<file path="src/hw/rtl/mspwm_pkg.sv">
package mspwm_pkg;

	localparam int CHANNELS = 8;
	localparam int CH_W     = 3;
	localparam int PERIOD_W = 16;
	localparam int DUTY_W   = 8;
	localparam int PCT_W    = 7;
	localparam int PROD_W   = PERIOD_W + PCT_W;
	localparam int LEN_W    = 16;

	localparam logic [PCT_W-1:0]  PCT_FULL  = 7'd100;
	localparam logic [DUTY_W-1:0] DUTY_FULL = 8'd100;

	// x/100 == (x>>2)/25; (x>>2) < 2^21, so m = ceil(2^26/25) is exact
	localparam int              DIV_SHIFT = 26;
	localparam int              DIV_MUL_W = 22;
	localparam logic [21:0]     DIV_MUL   = 22'd2684355;
	localparam int              DIV_IN_W  = PROD_W - 2;
	localparam int              DIV_P_W   = DIV_IN_W + DIV_MUL_W;

	localparam logic [1:0] CMD_TICK  = 2'd0;
	localparam logic [1:0] CMD_START = 2'd1;
	localparam logic [1:0] CMD_STOP  = 2'd2;

	localparam logic [1:0] KIND_OFF = 2'd0;
	localparam logic [1:0] KIND_ON  = 2'd1;
	localparam logic [1:0] KIND_RUN = 2'd2;

	typedef struct packed {
		logic [1:0]       kind;
		logic [LEN_W-1:0] hi;
		logic [LEN_W-1:0] lo;
	} len_t;

endpackage

</file>
<file path="src/hw/rtl/mspwm_len.sv">
module mspwm_len import mspwm_pkg::*; (
	input  logic                clk,
	input  logic                en_s2,
	input  logic                en_s3,
	input  logic [PERIOD_W-1:0] period_s1,
	input  logic [DUTY_W-1:0]   duty_s1,
	output len_t                len_s3
);

	logic [PCT_W-1:0]   dsat;
	logic [1:0]         kind;
	logic [PROD_W-1:0]  prod_hi_s2;
	logic [PROD_W-1:0]  prod_lo_s2;
	logic [1:0]         kind_s2;
	logic [DIV_P_W-1:0] mul_hi;
	logic [DIV_P_W-1:0] mul_lo;
	logic [LEN_W-1:0]   q_hi;
	logic [LEN_W-1:0]   q_lo;

	always_comb begin
		dsat = (duty_s1 > DUTY_FULL) ? PCT_FULL : duty_s1[PCT_W-1:0];
		if (dsat == '0) begin
			kind = KIND_OFF;
		end else if (dsat == PCT_FULL) begin
			kind = KIND_ON;
		end else begin
			kind = KIND_RUN;
		end
	end

	always_ff @(posedge clk) begin
		if (en_s2) begin
			prod_hi_s2 <= PROD_W'(period_s1) * PROD_W'(dsat);
			prod_lo_s2 <= PROD_W'(period_s1) * PROD_W'(PCT_FULL - dsat);
			kind_s2    <= kind;
		end
	end

	assign mul_hi = DIV_P_W'(prod_hi_s2[PROD_W-1:2]) * DIV_P_W'(DIV_MUL);
	assign mul_lo = DIV_P_W'(prod_lo_s2[PROD_W-1:2]) * DIV_P_W'(DIV_MUL);
	assign q_hi   = mul_hi[DIV_SHIFT+LEN_W-1:DIV_SHIFT];
	assign q_lo   = mul_lo[DIV_SHIFT+LEN_W-1:DIV_SHIFT];

	always_ff @(posedge clk) begin
		if (en_s3) begin
			len_s3.kind <= kind_s2;
			len_s3.hi   <= (q_hi == '0) ? LEN_W'(1) : q_hi;
			len_s3.lo   <= (q_lo == '0) ? LEN_W'(1) : q_lo;
		end
	end

endmodule

</file>
<file path="src/hw/rtl/mspwm_chan.sv">
module mspwm_chan import mspwm_pkg::*; (
	input  logic                clk,
	input  logic                arst_n,
	input  logic                upd,
	input  logic [1:0]          cmd,
	input  logic [CH_W-1:0]     ch,
	input  len_t                len,
	output logic [CHANNELS-1:0] level_nx,
	output logic [CHANNELS-1:0] active_nx
);

	logic [CHANNELS-1:0] level_q;
	logic [CHANNELS-1:0] active_q;
	logic [LEN_W-1:0]    hi_q  [CHANNELS];
	logic [LEN_W-1:0]    lo_q  [CHANNELS];
	logic [LEN_W-1:0]    rem_q [CHANNELS];
	logic [LEN_W-1:0]    hi_nx [CHANNELS];
	logic [LEN_W-1:0]    lo_nx [CHANNELS];
	logic [LEN_W-1:0]    rem_nx[CHANNELS];

	always_comb begin
		level_nx  = level_q;
		active_nx = active_q;
		for (int i = 0; i < CHANNELS; i++) begin
			hi_nx[i]  = hi_q[i];
			lo_nx[i]  = lo_q[i];
			rem_nx[i] = rem_q[i];
			case (cmd)
				CMD_TICK: begin
					if (active_q[i]) begin
						if (rem_q[i] <= LEN_W'(1)) begin
							level_nx[i] = ~level_q[i];
							rem_nx[i]   = level_q[i] ? lo_q[i] : hi_q[i];
						end else begin
							rem_nx[i] = rem_q[i] - LEN_W'(1);
						end
					end
				end
				CMD_START: begin
					if (ch == CH_W'(i)) begin
						active_nx[i] = 1'b0;
						rem_nx[i]    = '0;
						case (len.kind)
							KIND_OFF: level_nx[i] = 1'b0;
							KIND_ON:  level_nx[i] = 1'b1;
							KIND_RUN: begin
								hi_nx[i]     = len.hi;
								lo_nx[i]     = len.lo;
								rem_nx[i]    = len.hi;
								level_nx[i]  = 1'b1;
								active_nx[i] = 1'b1;
							end
							default: ;
						endcase
					end
				end
				CMD_STOP: begin
					if (ch == CH_W'(i)) begin
						active_nx[i] = 1'b0;
						level_nx[i]  = 1'b0;
						rem_nx[i]    = '0;
					end
				end
				default: ;
			endcase
		end
	end

	always_ff @(posedge clk or negedge arst_n) begin
		if (!arst_n) begin
			level_q  <= '0;
			active_q <= '0;
		end else if (upd) begin
			level_q  <= level_nx;
			active_q <= active_nx;
		end
	end

	always_ff @(posedge clk) begin
		if (upd) begin
			for (int i = 0; i < CHANNELS; i++) begin
				hi_q[i]  <= hi_nx[i];
				lo_q[i]  <= lo_nx[i];
				rem_q[i] <= rem_nx[i];
			end
		end
	end

endmodule

</file>
<file path="src/hw/rtl/multichannel_ms_pwm_generator_unit.sv">
// Eight PWM channels stepped by one-millisecond tick beats. Each input beat (tick,
// start or stop) yields exactly one output beat with all pin levels and the running
// mask after that command. One beat is taken per clock unless back-pressure stalls the pipeline;
// an output beat passes the input register and the two multiplier stages that
// turn period and percent duty into high and low phase lengths (product, then divide
// by 100 through a reciprocal multiply) ahead of the channel state update.
module multichannel_ms_pwm_generator_unit import mspwm_pkg::*; (
	input  logic        clk,
	input  logic        arst_n,
	input  logic        s_tvalid,
	output logic        s_tready,
	input  logic [31:0] s_tdata,  // channel[2:0], period[18:3], duty[26:19], zero fill
	input  logic [1:0]  s_tuser,  // cmd[1:0]
	output logic        m_tvalid,
	input  logic        m_tready,
	output logic [15:0] m_tdata   // pin_levels[7:0], running_mask[15:8]
);

	logic                valid_s1, valid_s2, valid_s3;
	logic [1:0]          cmd_s1, cmd_s2, cmd_s3;
	logic [CH_W-1:0]     ch_s1, ch_s2, ch_s3;
	logic [PERIOD_W-1:0] period_s1;
	logic [DUTY_W-1:0]   duty_s1;
	logic                rdy_s1, rdy_s2, rdy_s3, adv_out, upd;
	len_t                len_s3;
	logic [CHANNELS-1:0] level_nx, active_nx;
	logic                out_valid_q;
	logic [15:0]         out_data_q;

	assign adv_out  = !out_valid_q || m_tready;
	assign rdy_s3   = !valid_s3 || adv_out;
	assign rdy_s2   = !valid_s2 || rdy_s3;
	assign rdy_s1   = !valid_s1 || rdy_s2;
	assign upd      = valid_s3 && adv_out;
	assign s_tready = rdy_s1;
	assign m_tvalid = out_valid_q;
	assign m_tdata  = out_data_q;

	always_ff @(posedge clk or negedge arst_n) begin
		if (!arst_n) begin
			valid_s1    <= 1'b0;
			valid_s2    <= 1'b0;
			valid_s3    <= 1'b0;
			out_valid_q <= 1'b0;
		end else begin
			if (rdy_s1) valid_s1 <= s_tvalid;
			if (rdy_s2) valid_s2 <= valid_s1;
			if (rdy_s3) valid_s3 <= valid_s2;
			if (adv_out) out_valid_q <= valid_s3;
		end
	end

	always_ff @(posedge clk) begin
		if (rdy_s1) begin
			cmd_s1    <= s_tuser;
			ch_s1     <= s_tdata[2:0];
			period_s1 <= s_tdata[18:3];
			duty_s1   <= s_tdata[26:19];
		end
		if (rdy_s2) begin
			cmd_s2 <= cmd_s1;
			ch_s2  <= ch_s1;
		end
		if (rdy_s3) begin
			cmd_s3 <= cmd_s2;
			ch_s3  <= ch_s2;
		end
		if (upd) begin
			out_data_q <= {active_nx, level_nx};
		end
	end

	mspwm_len u_len (
		.clk       (clk),
		.en_s2     (rdy_s2),
		.en_s3     (rdy_s3),
		.period_s1 (period_s1),
		.duty_s1   (duty_s1),
		.len_s3    (len_s3)
	);

	mspwm_chan u_chan (
		.clk       (clk),
		.arst_n    (arst_n),
		.upd       (upd),
		.cmd       (cmd_s3),
		.ch        (ch_s3),
		.len       (len_s3),
		.level_nx  (level_nx),
		.active_nx (active_nx)
	);

endmodule

</file>
<file path="config.mk">
export PLATFORM = sky130hd
export DESIGN_NAME = multichannel_ms_pwm_generator_unit
export DESIGN_NICKNAME = d
export VERILOG_FILES = /design/src/hw/rtl/mspwm_pkg.sv /design/src/hw/rtl/mspwm_len.sv /design/src/hw/rtl/mspwm_chan.sv /design/src/hw/rtl/multichannel_ms_pwm_generator_unit.sv
export SDC_FILE = /design/constraint.sdc
export NUM_CORES = 2
export LEC_CHECK = 0
export ABC_AREA = 1
export BUFFER_PORTS_ARGS = -buffer_cell sky130_fd_sc_hd__buf_4
export CAP_MARGIN = 15
export CORE_MARGIN = 2
export CORE_UTILIZATION = 56
export DETAILED_ROUTE_END_ITERATION = 10
export GPL_ROUTABILITY_DRIVEN = 0
export HOLD_SLACK_MARGIN = 0.03
export PLACE_DENSITY = 0.72
export SLEW_MARGIN = 40
export SYNTH_ARGS = -nofsm -noshare
export SYNTH_HDL_FRONTEND = slang
export SYNTH_SLANG_ARGS = --single-unit
</file>
<file path="constraint.sdc">
create_clock -name clk -period 7.55 [get_ports clk]
set_clock_uncertainty 0.05 [all_clocks]
set_input_delay 0 -clock clk [delete_from_list [all_inputs] [get_ports clk]]
set_output_delay 0 -clock clk [all_outputs]
set_load 0.02 [all_outputs]
</file>
==> reports/metrics.yaml <==
status: "finished, final reports clean"
dp.final_hpwl_mm: 101
hold_path_class: "input port to register"
antenna_found_initial: 2
cp.required_ns: 7.91
rr_startpoint: "duty_s1[3]"
hold_violations: 0
slew-limit-headroom_pct: 33.1
wl_per_cell_um: 19.1
crit_start: "duty_s1[3]"
drcViolationCount: 0
layout_commonest_cell: "inv_1"
core_um2: 89700
ys_ff_latch: 537
post_cts.repair.setup_buffers: 0
critPathKind: "register to register"
root_buffer: "clkbuf_16"
drive_gt1_share_pct: 4.48
crit_slowest_cell: "fa_1"
drtIter0Drc: 3620
rsz0062_at_grt: "no"
clk_path_buf_depth: 3
grt_overflow_total: 0
die_w_um: 304
min_delay_path_depth: 2
routed_wirelength_mm: 134
yosys_warnings: 0
slowest_delay_ns: 0.56
whs_endpoint: "cmd_s1[1]"
path_buf_inv: 8
timing_worst_slew_pin_value_ns: 1.00
port_buffers: 50
max_freq_ghz: 0.141
final_max_slew_viol_count: 0
syn_avg_cell_area_um2: 8.94
yosysTopAreaCellShare_pct: 30.8
initial_utilization_pct: 56.3
nNetsFinal: 6865
reg2reg_to: "u_len.prod_lo_s2[21]"
cts_tree: "done"
rr_worst_depth: 34
synth_area_um2: 50500
finalCriticalPeriod_ns: 7.09
grt_max_degree: 52
clock_latency_ns: 0.65
hp-start: "s_tuser[1]"
cts_sinks: 537
synthFlopType: "edfxtp_1"
rrSetupSlack_ns: 0.46
netlist_instances: 5644
async_reset_ff_share_pct: 3.72
dr.pass1.iters: 8
drv_cap: 0
layout_common_cells: "inv_1, nand2_1, ha_1, fa_1, edfxtp_1"
ant_nets: 0
num_rows: 110
grt_pass1_wl_mm: 211
track_usage_pct: 29.3
cts.reportedPaths.clkPinSlew_ns: 0.07
seq_area_frac_synth_pct: 31.7
fin_tns_setup_ns: 0
grt_pass1_vias: 38613
arrival_ns: 7.45
h-tree-depth: 2
worstPathMaxFanout: 10
cp-end-kind: "register"
synth_top_area_cell: "edfxtp_1"
area_growth_pct: 8.69
dieArea_um2: 92600
synth.area.top_cells: "edfxtp_1, fa_1, ha_1, inv_1, nand2_1"
die_h_um: 304
cp-start-kind: "register"
vias: 38316
synth_edf_count: 517
ys_types: 64
routed_via_density: 5.47
cp_top_family: "adder cells"
setup_viol: 0
cts_buffers: 55
ios: 56
timing.final.crit_share_pct: 93.9
## worst register-to-register path, delay by kind of cell (launching register included)
| kind | cells | cell delay [ns] |
|---|---|---|
| adder cells (fa/ha/maj) | 8 | 3.56 |
| flip-flops | 1 | 0.42 |
| buffers and inverters | 8 | 0.59 |
| AND/OR/NAND/NOR | 10 | 1.10 |
| AO/OA/AOI/OAI | 7 | 0.98 |
| XOR/XNOR | 1 | 0.15 |
## cells by family (layout without fill, tap and decap cells)
logic type / Yosys count / in the layout / synth area share, %
AO/OA/AOI/OAI: 511 / 511 / 5.73
XOR/XNOR: 103 / 103 / 1.79
adder cells (fa/ha/maj): 1043 / 1043 / 33.5
buffers and inverters: 1379 / 1525 / 10.3
flip-flops: 537 / 537 / 31.7
multiplexers: 11 / 11 / 0.218
other: 2 / 43 / 0.0149
AND/OR/NAND/NOR: 2058 / 2058 / 16.7
## sequential cells by signal (all words and copies together), names as in the netlist, 2 cells and up
| register | flops |
|---|---|
| m_tdata | 16 |
| u_len.prod_hi_s2 | 21 |
| ch_s3 | 3 |
| u_len.len_s3 | 34 |
| period_s1 | 16 |
| u_len.prod_lo_s2 | 21 |
| cmd_s3 | 2 |
| duty_s1 | 8 |
| ch_s1 | 3 |
| u_chan.level_q | 8 |
| cmd_s2 | 2 |
| ch_s2 | 3 |
| u_chan.lo_q | 128 |
| cmd_s1 | 2 |
| u_chan.rem_q | 128 |
| u_len.kind_s2 | 2 |
| u_chan.active_q | 8 |
| u_chan.hi_q | 128 |
## stage by stage
| stage | worst slack, ns | utilization (%) | instances | hold WS, ns | instance area, um2 |
|---|---|---|---|---|---|
| after floorplan | 0.720 | - | 5684 | -0.346 | 50600 |
| after global placement | 0.334 | 58.4 | 6851 | -0.120 | 52400 |
| after detailed placement | 0.143 | 58.5 | 6852 | -0.107 | 52500 |
| after CTS | 0.117 | 61.1 | 7006 | 0.0387 | 54800 |
| after global routing | 0.0193 | 61.1 | 7006 | 0.0576 | 54900 |
| final | 0.462 | 61.1 | 7007 | 0.0835 | 54900 |
## layout make-up
class	instances	area, um2
Clock buffer	64	1440
Tap cell	1176	1470
Clock inverter	39	413
Multi-Input combinational cell	3768	29500
Antenna cell	1	2.50
Inverter	1293	4870
Sequential cell	537	16000
Timing Repair Buffer	129	1130
Fill cell	7507	34900
## per-layer routing
| metal | global-route usage (%) | share of wire (%) |
|---|---|---|
| met5 | 0 | 0.0075 |
| met4 | 11.0 | 4.1 |
| met3 | 5.57 | 9.3 |
| met2 | 48.3 | 46 |
| met1 | 38.8 | 40 |
## synth_stat cells, types with 5 or more instances
library cell  instances
o21bai_1             14
inv_1              1267
mux2i_1              11
nand3_1             236
nand2_4               5
o21a_1                5
edfxtp_1            517
o211ai_1             26
o21ai_1              15
and2_1                5
fa_1                517
buf_1                 5
a21o_1                5
xor2_1               71
or2_2                13
nand4_1              44
dfrtp_1              20
o21ai_0             254
nor4_1                7
nand2_1            1201
inv_2                15
xnor2_1              32
a21oi_1             131
a2111oi_0             7
nor3_1               44
nor2_1              472
a31oi_1              10
clkinv_1              8
ha_1                526
o31ai_1              11
clkbuf_1             68
nor2_2                5
o311ai_0              8
buf_2                11
## repair_timing
item	4_1_cts	5_1_grt
hold endpoints to repair	57	0
endpoints found under the setup margin	0	4
hold buffers	51	0
gates resized for setup	0	8
## worst max-delay path by stage
stage                                end  slack [ns]  cells after the start
finish              u_len.prod_lo_s2[21]        0.46                     34
global route        u_len.prod_lo_s2[21]        0.02                     34
CTS                 u_len.prod_lo_s2[21]        0.12                     34
detailed placement  u_len.prod_lo_s2[21]        0.14                     34
global placement    u_len.prod_lo_s2[21]        0.33                     34
floorplan           u_len.prod_lo_s2[21]        0.72                     34
Power is left out: the tool's default activity adds up to more than one toggle a clock period on the data nets, which glitch-free logic cannot reach.
